File: config.mk
export PLATFORM = sky130hd
export DESIGN_NAME = tcti_ctrl
export DESIGN_NICKNAME = d
export VERILOG_FILES = /design/src/rtl/core/tcti_pkg.sv /design/src/rtl/core/tcti_ctrl.sv
export SDC_FILE = /design/constraint.sdc
export NUM_CORES = 1
export LEC_CHECK = 0
export BUFFER_PORTS_ARGS = -buffer_cell sky130_fd_sc_hd__buf_4
export CORE_MARGIN = 1
export CORE_UTILIZATION = 60
export CTS_BUF_LIST = sky130_fd_sc_hd__clkbuf_8
export CTS_CLUSTER_DIAMETER = 150
export DETAILED_ROUTE_END_ITERATION = 12
export PLACE_DENSITY = 0.95
export SLEW_MARGIN = 25
export SYNTH_ARGS = -nofsm -noshare
export SYNTH_HDL_FRONTEND = slang
export SYNTH_SLANG_ARGS = --single-unit
File: constraint.sdc
create_clock -name clk_i -period 6.5 [get_ports clk_i]
set_clock_uncertainty 0.15 [all_clocks]
set_input_delay 0.65 -clock clk_i [delete_from_list [all_inputs] [get_ports clk_i]]
set_output_delay 0.65 -clock clk_i [all_outputs]
set_load 0.01 [all_outputs]
File: src/rtl/core/tcti_pkg.sv
package tcti_pkg;

  typedef struct packed {
    logic               func;
    logic [3:0]         param_index;
    logic signed [31:0] param_value;
    logic [7:0]         template_char;
    logic               template_last;
  } tcti_in_t;

  typedef struct packed {
    logic [7:0] out_char;
    logic       char_valid;
    logic       run_last;
    logic       template_done;
  } tcti_out_t;

  typedef enum logic [4:0] {
    OP_ADD, OP_SUB, OP_MUL, OP_DIV, OP_MOD, OP_AND, OP_OR, OP_XOR,
    OP_LAND, OP_LOR, OP_EQ, OP_LT, OP_GT, OP_NOT, OP_INV,
    OP_PARAM, OP_VAR, OP_CHAR, OP_ACC
  } tcti_op_e;

  typedef enum logic [2:0] {
    SRC_CH, SRC_PCT, SRC_POP, SRC_NUM, SRC_END
  } tcti_src_e;

  localparam logic [7:0]  ChPercent = 8'h25;
  localparam logic [7:0]  ChZero    = 8'h30;
  localparam logic [7:0]  ChOne     = 8'h31;
  localparam logic [7:0]  ChLowA    = 8'h61;
  localparam logic [7:0]  ChSpace   = 8'h20;
  localparam logic [7:0]  ChMinus   = 8'h2d;
  localparam logic [7:0]  Radix     = 8'd10;
  localparam int unsigned NumVars   = 26;
  // ceil(2^35 / 10), quotient by ten is (x * recip) >> 35
  localparam logic [31:0] RecipTen  = 32'hcccccccd;
  localparam int unsigned RecipShift = 35;

  typedef struct packed {
    logic        item_ld;
    logic        param_wr;
    logic        pop;
    logic        lat_a;
    logic        lat_b;
    logic        exec;
    logic        div_start;
    logic        div_take;
    logic        push;
    logic        var_wr;
    logic        param_inc;
    logic        acc_clr;
    logic        acc_dig;
    logic        num_init;
    logic        dig_mul;
    logic        dig_step;
    logic        num_pad;
    logic        out_load;
    logic        tmpl_clr;
    logic        num_hex;
    logic        num_zero;
    logic [1:0]  num_width;
    tcti_src_e   out_src;
    tcti_op_e    op;
  } tcti_cmd_t;

  typedef struct packed {
    logic [7:0] ch;
    logic       last;
    logic       a_zero;
    logic       div_done;
    logic       dig_last;
    logic       num_last;
    logic       out_free;
  } tcti_status_t;

endpackage

File: src/rtl/core/tcti_ctrl.sv
module tcti_ctrl #(
  parameter int unsigned NEST_LEVEL_BITS = 8
) (
  input  logic                   clk_i,
  input  logic                   rst_ni,
  input  logic                   in_valid_i,
  input  tcti_pkg::tcti_in_t     in_item_i,
  output logic                   in_ready_o,
  input  tcti_pkg::tcti_status_t st_i,
  output tcti_pkg::tcti_cmd_t    cmd_o
);

  typedef enum logic [4:0] {
    S_IDLE, S_DEC, S_DISP, S_POPB, S_LATB, S_POPA, S_LATA, S_POST, S_EXEC,
    S_DIV, S_PUSH, S_DIGM, S_DIGS, S_PAD, S_NUMOUT, S_OUT1, S_FIN
  } state_e;

  typedef enum logic [3:0] {
    PH_IDLE, PH_PCT, PH_ZERO, PH_ZWID, PH_SWID, PH_PARAM, PH_SETVAR,
    PH_GETVAR, PH_CHAR, PH_CHAR_END, PH_CONST, PH_SKT, PH_SKT_PCT,
    PH_SKE, PH_SKE_PCT
  } phase_e;

  typedef enum logic [3:0] {
    ACT_NONE, ACT_PUT, ACT_PCT, ACT_NUM, ACT_PUTPOP, ACT_DISCARD, ACT_BIN,
    ACT_UN, ACT_PUSH, ACT_SETVAR, ACT_INC, ACT_TEST, ACT_ACCCLR, ACT_ACCDIG
  } act_e;

  state_e state_q, state_d;
  phase_e phase_q, phase_d;
  act_e   act_q, act_d;
  tcti_pkg::tcti_op_e op_q, op_d;
  logic [1:0] pad_q, pad_d, fwid_q, fwid_d;
  logic       fhex_q, fhex_d, fzero_q, fzero_d, emitted_q, emitted_d;
  logic [NEST_LEVEL_BITS-1:0] skip_q, skip_d;
  logic [7:0] c;

  assign c = st_i.ch;

  always_comb begin
    state_d   = state_q;
    phase_d   = phase_q;
    act_d     = act_q;
    op_d      = op_q;
    pad_d     = pad_q;
    fwid_d    = fwid_q;
    fhex_d    = fhex_q;
    fzero_d   = fzero_q;
    emitted_d = emitted_q;
    skip_d    = skip_q;
    cmd_o           = '0;
    cmd_o.op        = op_q;
    cmd_o.num_hex   = fhex_q;
    cmd_o.num_zero  = fzero_q;
    cmd_o.num_width = fwid_q;
    in_ready_o      = (state_q == S_IDLE);

    case (state_q)
      S_IDLE: begin
        if (in_valid_i) begin
          cmd_o.item_ld = 1'b1;
          emitted_d     = 1'b0;
          if (!in_item_i.func) cmd_o.param_wr = 1'b1;
          else state_d = S_DEC;
        end
      end
      S_DEC: begin
        act_d   = ACT_NONE;
        state_d = S_DISP;
        case (phase_q)
          PH_IDLE: begin
            if (c == "%") phase_d = PH_PCT;
            else act_d = ACT_PUT;
          end
          PH_PCT: begin
            phase_d = PH_IDLE;
            case (c)
              "%": act_d = ACT_PCT;
              "d": begin
                act_d   = ACT_NUM;
                fhex_d  = 1'b0;
                fzero_d = 1'b0;
                fwid_d  = 2'd0;
              end
              "0": phase_d = PH_ZERO;
              "2", "3": begin
                pad_d   = c[1:0];
                phase_d = PH_SWID;
              end
              "c": act_d = ACT_PUTPOP;
              "s": act_d = ACT_DISCARD;
              "p": phase_d = PH_PARAM;
              "P": phase_d = PH_SETVAR;
              "g": phase_d = PH_GETVAR;
              "'": phase_d = PH_CHAR;
              "{": begin
                act_d   = ACT_ACCCLR;
                phase_d = PH_CONST;
              end
              "+": begin act_d = ACT_BIN; op_d = tcti_pkg::OP_ADD;  end
              "-": begin act_d = ACT_BIN; op_d = tcti_pkg::OP_SUB;  end
              "*": begin act_d = ACT_BIN; op_d = tcti_pkg::OP_MUL;  end
              "/": begin act_d = ACT_BIN; op_d = tcti_pkg::OP_DIV;  end
              "m": begin act_d = ACT_BIN; op_d = tcti_pkg::OP_MOD;  end
              "A": begin act_d = ACT_BIN; op_d = tcti_pkg::OP_LAND; end
              "O": begin act_d = ACT_BIN; op_d = tcti_pkg::OP_LOR;  end
              "&": begin act_d = ACT_BIN; op_d = tcti_pkg::OP_AND;  end
              "|": begin act_d = ACT_BIN; op_d = tcti_pkg::OP_OR;   end
              "^": begin act_d = ACT_BIN; op_d = tcti_pkg::OP_XOR;  end
              "=": begin act_d = ACT_BIN; op_d = tcti_pkg::OP_EQ;   end
              "<": begin act_d = ACT_BIN; op_d = tcti_pkg::OP_LT;   end
              ">": begin act_d = ACT_BIN; op_d = tcti_pkg::OP_GT;   end
              "!": begin act_d = ACT_UN;  op_d = tcti_pkg::OP_NOT;  end
              "~": begin act_d = ACT_UN;  op_d = tcti_pkg::OP_INV;  end
              "i": act_d = ACT_INC;
              "t": act_d = ACT_TEST;
              "e": begin
                skip_d  = '0;
                phase_d = PH_SKE;
              end
              default: ;
            endcase
          end
          PH_ZERO: begin
            if (c inside {"2", "3"}) begin
              pad_d   = c[1:0];
              phase_d = PH_ZWID;
            end else begin
              phase_d = PH_IDLE;
            end
          end
          PH_ZWID, PH_SWID: begin
            if (c inside {"d", "x"}) begin
              act_d   = ACT_NUM;
              fhex_d  = (c == "x");
              fzero_d = (phase_q == PH_ZWID);
              fwid_d  = pad_q;
            end
            pad_d   = 2'd0;
            phase_d = PH_IDLE;
          end
          PH_PARAM: begin
            if (c inside {["1":"9"]}) begin
              act_d = ACT_PUSH;
              op_d  = tcti_pkg::OP_PARAM;
            end
            phase_d = PH_IDLE;
          end
          PH_SETVAR: begin
            if (c inside {["a":"z"]}) act_d = ACT_SETVAR;
            phase_d = PH_IDLE;
          end
          PH_GETVAR: begin
            if (c inside {["a":"z"]}) begin
              act_d = ACT_PUSH;
              op_d  = tcti_pkg::OP_VAR;
            end
            phase_d = PH_IDLE;
          end
          PH_CHAR: begin
            act_d   = ACT_PUSH;
            op_d    = tcti_pkg::OP_CHAR;
            phase_d = PH_CHAR_END;
          end
          PH_CONST: begin
            if (c inside {["0":"9"]}) begin
              act_d = ACT_ACCDIG;
            end else begin
              act_d   = ACT_PUSH;
              op_d    = tcti_pkg::OP_ACC;
              phase_d = PH_IDLE;
            end
          end
          PH_SKT, PH_SKE: begin
            if (c == "%") phase_d = (phase_q == PH_SKT) ? PH_SKT_PCT : PH_SKE_PCT;
          end
          PH_SKT_PCT, PH_SKE_PCT: begin
            phase_d = (phase_q == PH_SKT_PCT) ? PH_SKT : PH_SKE;
            if (c == "?") begin
              if (skip_q != '1) skip_d = skip_q + 1'b1;
            end else if (c == ";") begin
              if (skip_q != '0) skip_d = skip_q - 1'b1;
              else phase_d = PH_IDLE;
            end else if (c == "e" && phase_q == PH_SKT_PCT && skip_q == '0) begin
              phase_d = PH_IDLE;
            end
          end
          default: phase_d = PH_IDLE;
        endcase
      end
      S_DISP: begin
        case (act_q)
          ACT_PUT, ACT_PCT: state_d = S_OUT1;
          ACT_BIN:          state_d = S_POPB;
          ACT_NUM, ACT_PUTPOP, ACT_DISCARD, ACT_SETVAR, ACT_TEST, ACT_UN:
                            state_d = S_POPA;
          ACT_PUSH:         state_d = S_EXEC;
          ACT_INC: begin
            cmd_o.param_inc = 1'b1;
            state_d         = S_FIN;
          end
          ACT_ACCCLR: begin
            cmd_o.acc_clr = 1'b1;
            state_d       = S_FIN;
          end
          ACT_ACCDIG: begin
            cmd_o.acc_dig = 1'b1;
            state_d       = S_FIN;
          end
          default: state_d = S_FIN;
        endcase
      end
      S_POPB: begin
        cmd_o.pop = 1'b1;
        state_d   = S_LATB;
      end
      S_LATB: begin
        cmd_o.lat_b = 1'b1;
        state_d     = S_POPA;
      end
      S_POPA: begin
        cmd_o.pop = 1'b1;
        state_d   = S_LATA;
      end
      S_LATA: begin
        cmd_o.lat_a = 1'b1;
        state_d     = S_POST;
      end
      S_POST: begin
        case (act_q)
          ACT_NUM: begin
            cmd_o.num_init = 1'b1;
            state_d        = S_DIGM;
          end
          ACT_PUTPOP: state_d = S_OUT1;
          ACT_SETVAR: begin
            cmd_o.var_wr = 1'b1;
            state_d      = S_FIN;
          end
          ACT_TEST: begin
            // false condition: skip the then part
            if (st_i.a_zero) begin
              skip_d  = '0;
              phase_d = PH_SKT;
            end
            state_d = S_FIN;
          end
          ACT_BIN, ACT_UN: state_d = S_EXEC;
          default:         state_d = S_FIN;
        endcase
      end
      S_EXEC: begin
        if (op_q == tcti_pkg::OP_DIV || op_q == tcti_pkg::OP_MOD) begin
          cmd_o.div_start = 1'b1;
          state_d         = S_DIV;
        end else begin
          cmd_o.exec = 1'b1;
          state_d    = S_PUSH;
        end
      end
      S_DIV: begin
        if (st_i.div_done) begin
          cmd_o.div_take = 1'b1;
          state_d        = S_PUSH;
        end
      end
      S_PUSH: begin
        cmd_o.push = 1'b1;
        state_d    = S_FIN;
      end
      S_DIGM: begin
        cmd_o.dig_mul = 1'b1;
        state_d       = S_DIGS;
      end
      S_DIGS: begin
        cmd_o.dig_step = 1'b1;
        state_d        = st_i.dig_last ? S_PAD : S_DIGM;
      end
      S_PAD: begin
        cmd_o.num_pad = 1'b1;
        state_d       = S_NUMOUT;
      end
      S_NUMOUT: begin
        cmd_o.out_src = tcti_pkg::SRC_NUM;
        if (st_i.out_free) begin
          cmd_o.out_load = 1'b1;
          emitted_d      = 1'b1;
          if (st_i.num_last) state_d = S_FIN;
        end
      end
      S_OUT1: begin
        case (act_q)
          ACT_PUT: cmd_o.out_src = tcti_pkg::SRC_CH;
          ACT_PCT: cmd_o.out_src = tcti_pkg::SRC_PCT;
          default: cmd_o.out_src = tcti_pkg::SRC_POP;
        endcase
        if (st_i.out_free) begin
          cmd_o.out_load = 1'b1;
          emitted_d      = 1'b1;
          state_d        = S_FIN;
        end
      end
      S_FIN: begin
        cmd_o.out_src = tcti_pkg::SRC_END;
        if (!st_i.last) begin
          state_d = S_IDLE;
        end else if (emitted_q || st_i.out_free) begin
          // end marker only when the last byte gave nothing
          cmd_o.out_load = !emitted_q;
          cmd_o.tmpl_clr = 1'b1;
          phase_d        = PH_IDLE;
          pad_d          = 2'd0;
          skip_d         = '0;
          state_d        = S_IDLE;
        end
      end
      default: state_d = S_IDLE;
    endcase
  end

  always_ff @(posedge clk_i or negedge rst_ni) begin
    if (!rst_ni) begin
      state_q   <= S_IDLE;
      phase_q   <= PH_IDLE;
      act_q     <= ACT_NONE;
      op_q      <= tcti_pkg::OP_ADD;
      pad_q     <= '0;
      fwid_q    <= '0;
      fhex_q    <= 1'b0;
      fzero_q   <= 1'b0;
      emitted_q <= 1'b0;
      skip_q    <= '0;
    end else begin
      state_q   <= state_d;
      phase_q   <= phase_d;
      act_q     <= act_d;
      op_q      <= op_d;
      pad_q     <= pad_d;
      fwid_q    <= fwid_d;
      fhex_q    <= fhex_d;
      fzero_q   <= fzero_d;
      emitted_q <= emitted_d;
      skip_q    <= skip_d;
    end
  end

endmodule

==> results.txt <==
worst setup path startpoint - st_i[9]
CP endpoint - skip_q[7]$_DFFE_PN0P_
worst r2r src - phase_q[0]$_DFFE_PN0P_
total track usage - 33.1%
Placer Congestion - 0.981
area post-placement - 3830 um2
hpwl dp - 7.22 mm
# DRC - 0
Pint - 0.567 mW
Critical R2R Capture - skip_q[7]$_DFFE_PN0P_
Switch Pwr - 0.558 mW
RSZ-0062 raised after global routing - false
dominant cell type by area after synthesis - dfrtp_1
initial drt markers - 283
status - finished, final reports clean
post-route cell area - 3920 um2
Data arrival, critical path - 3.39 ns
main flop type after synthesis - dfrtp_1
R2R depth - 6
Max Cap Viol - 0
Max clock buf depth - 2
Post-Synthesis Net Count - 548
GRT Residual Overflow - 0
Setup-failing EPs final - 0
CTS buffer count - 5
DR pass1 iterations - 5
Seq pwr share - 34.7%
slew margin rel. - 36.2%
number of gates resized after cts - 0
Synth cell types - 72
sequential area share after synthesis - 23.2%
met1 capacity usage during global routing - 43.3%
Avg WL per Cell - 17.6 um
worst-margin pin slew - 0.944 ns
Synth Warn # - 0
Die X-Extent - 79.0 um
CP Class - in2reg
IO buf count - 49
Hold Crit Class - in2async
root cell of the clock tree - clkbuf_8
Worst-path clk slew - 0.08 ns
synthesized netlist cell count - 478
clock power share - 14.1%
r2r setup slk - 3.35 ns
Leak - 1.58 nW
Gate power share - 51.2%
vias post-DR - 3,823
Final Max Tran Viols - 0
CTS Sinks - 33
worst endpoint required time - 6.58 ns
initial antenna violation count - 0
Fmax achieved - 0.303 GHz
Via density - 6.75
Overall Power - 1.12 mW
Power Density - 287 nW/um2
antenna viol nets, final - 0
CP startpoint kind - input pin
first-pass GRT wire length - 16.3 mm
Peak VDD IR - 201 uV
Die H - 79.0 um
clk_lat worst skew - 0.30 ns
register area - 826 um2
vias in the first global route - 3,471
die area - 6230 um2
met2 usage - 54.3%
share of the synthesized area in the top cell type - 23.2%
register bit count reported by yosys - 33
CP Max Fanout - 26
GRT Max-Usage Layer - met2
CTS tree - done
largest net degree at the start of global routing - 34
Post-synth EDFFs - 0
crit path capture type - register
I/O Pins - 95
total negative slack - 0 ns
initial core utilization - 63.4%
row cnt - 27
GR Util met3 - 4.25%
Post-Route WL - 9.96 mm
share of cells above drive strength 1 - 15.0%
fin crit share - 50.8%
CTS Hold Bufs - 0
switching portion of total power - 49.6%
Synth area leaders - dfrtp_1 (23%), nand2_1 (5.1%), a21oi_1 (4.6%)
multi-input logic area - 2470 um2
Worst Setup Slack, final - 3.20 ns
antenna cells - 0
Post-Syn Area per Cell - 7.43 um2
Netlist Area Pre-Place - 3550 um2
Fillers - 452
fin crit period - 3.30 ns
final hold vios - 0
core footprint - 5610 um2
setup bufs post-CTS - 0
H-tree levels - 2
asr flop ratio synth - 100%
nets - 563
Place WS - 3.01 ns
synthesis-to-layout area growth - 10.2%
-- metal layers --
| metal | part of all wire, % | vias to the layer above |
|---|---|---|
| li1 | - | 1842 |
| met1 | 41 | 1731 |
| met3 | 8.1 | 28 |
| met4 | 3.3 | 0 |
| met5 | 0 | - |
| met2 | 47 | 222 |
-- how the worst min path moves through the flow --
stage / from / end / slack, ns / cells past startpoint
after detailed placement: fzero_q$_DFFE_PN0P_ / fzero_q$_DFFE_PN0P_ / 0.35 / 1
after CTS: rst_ni / skip_q[2]$_DFFE_PN0P_ / 0.15 / 1
after global placement: pad_q[0]$_DFFE_PN0P_ / pad_q[0]$_DFFE_PN0P_ / 0.34 / 2
after global routing: rst_ni / skip_q[0]$_DFFE_PN0P_ / 0.17 / 1
after floorplan: rst_ni / act_q[0]$_DFFE_PN0N_ / 0.20 / 0
final: rst_ni / skip_q[0]$_DFFE_PN0P_ / 0.13 / 1
-- stage by stage --
stage / utilization (%) / instances / hold slack (ns)
floorplan: - / 478 / 0.204
global placement: 68.3 / 558 / 0.338
detailed placement: 68.3 / 558 / 0.347
CTS: 69.8 / 566 / 0.152
global route: 69.8 / 566 / 0.167
finish: 69.8 / 566 / 0.131
-- flip-flops by register name, indices dropped and copies added (netlist names) --
signal,flops
act_q,4
pad_q,2
phase_q,4
op_q,5
fzero_q,1
fhex_q,1
skip_q,8
emitted_q,1
state_q,5
fwid_q,2
-- final cells by class --
type                       count  area share, %
multi-input combinational    386           63.1
sequential                    33           21.1
timing repair buffer          51           9.78
tap                           72           2.30
clock buffer                   5           1.76
inverter                      16           1.53
clock inverter                 3          0.447
-- synthesized netlist by cell type (all sizes together), types with 3 or more instances --
cell type,count
nand2,48
a21oi,33
dfrtp,33
clkbuf,27
nor2,26
o21ai,26
nor3,24
nand2b,18
buf,16
nand3,16
inv,15
nor4,15
o31ai,14
nor2b,9
or4,9
xnor2,9
nand4,8
a31oi,7
mux2,7
o211ai,7
xor2,7
ha,6
nand3b,6
or3,6
a21o,5
mux2i,5
nor3b,5
nor4b,5
a211oi,4
a2111oi,3
a22oi,3
and4b,3
nand4b,3
o21a,3
o22ai,3
o41ai,3
or2,3
-- power by group through the flow --
| stage | Combinational [mW] | Clock (mW) | Sequential (mW) |
|---|---|---|---|
| 6_report | 0.576 | 0.159 | 0.390 |
| 5_1_grt | 0.631 | 0.169 | 0.403 |
| 4_1_cts | 0.567 | 0.160 | 0.385 |
| 3_5_place_dp | 0.560 | 0 | 0.389 |
| 3_3_place_gp | 0.546 | 0 | 0.386 |
| 2_1_floorplan | 0.500 | 0 | 0.292 |
-- kinds of logic (layout without fill, tap and decap cells) --
group	count (synthesis)	after routing	synth area share [%]
mux	12	12	3.63
buf+inv	59	75	7.22
flops	33	33	23.2
simple gates	216	216	34.1
compound gates	135	135	25.2
fa+ha+maj	7	7	2.68
xor+xnor	16	16	3.94
-- layout by cell type, fill, tap and decap left out, types with 6 or more instances in the layout --
cell      instances
nor3_1           24
o211ai_1          7
nand3_1          16
nand4_1           8
xor2_1            7
nor4_1           15
nand2b_1         18
o21ai_0          26
nor2b_1           9
a21oi_1          33
or3_1             6
or4_1             9
inv_1            15
o31ai_1          14
a31oi_1           7
dfrtp_1          33
buf_4            51
mux2_2            7
nor2_1           26
xnor2_1           9
nand2_1          48
ha_1              6
-- critical path, stage by stage --
cell and delay (ns):
buf_4 0.24, nand2_1 0.17, nor2_1 0.29, nand2_1 0.30, ha_1 0.36, a21oi_1 0.17, o211ai_1 0.15, o41ai_1 0.39
xor2_1 0.15, or4_1 0.42, nand3_1 0.09
Note: power is estimated with default switching activity, not from simulation.
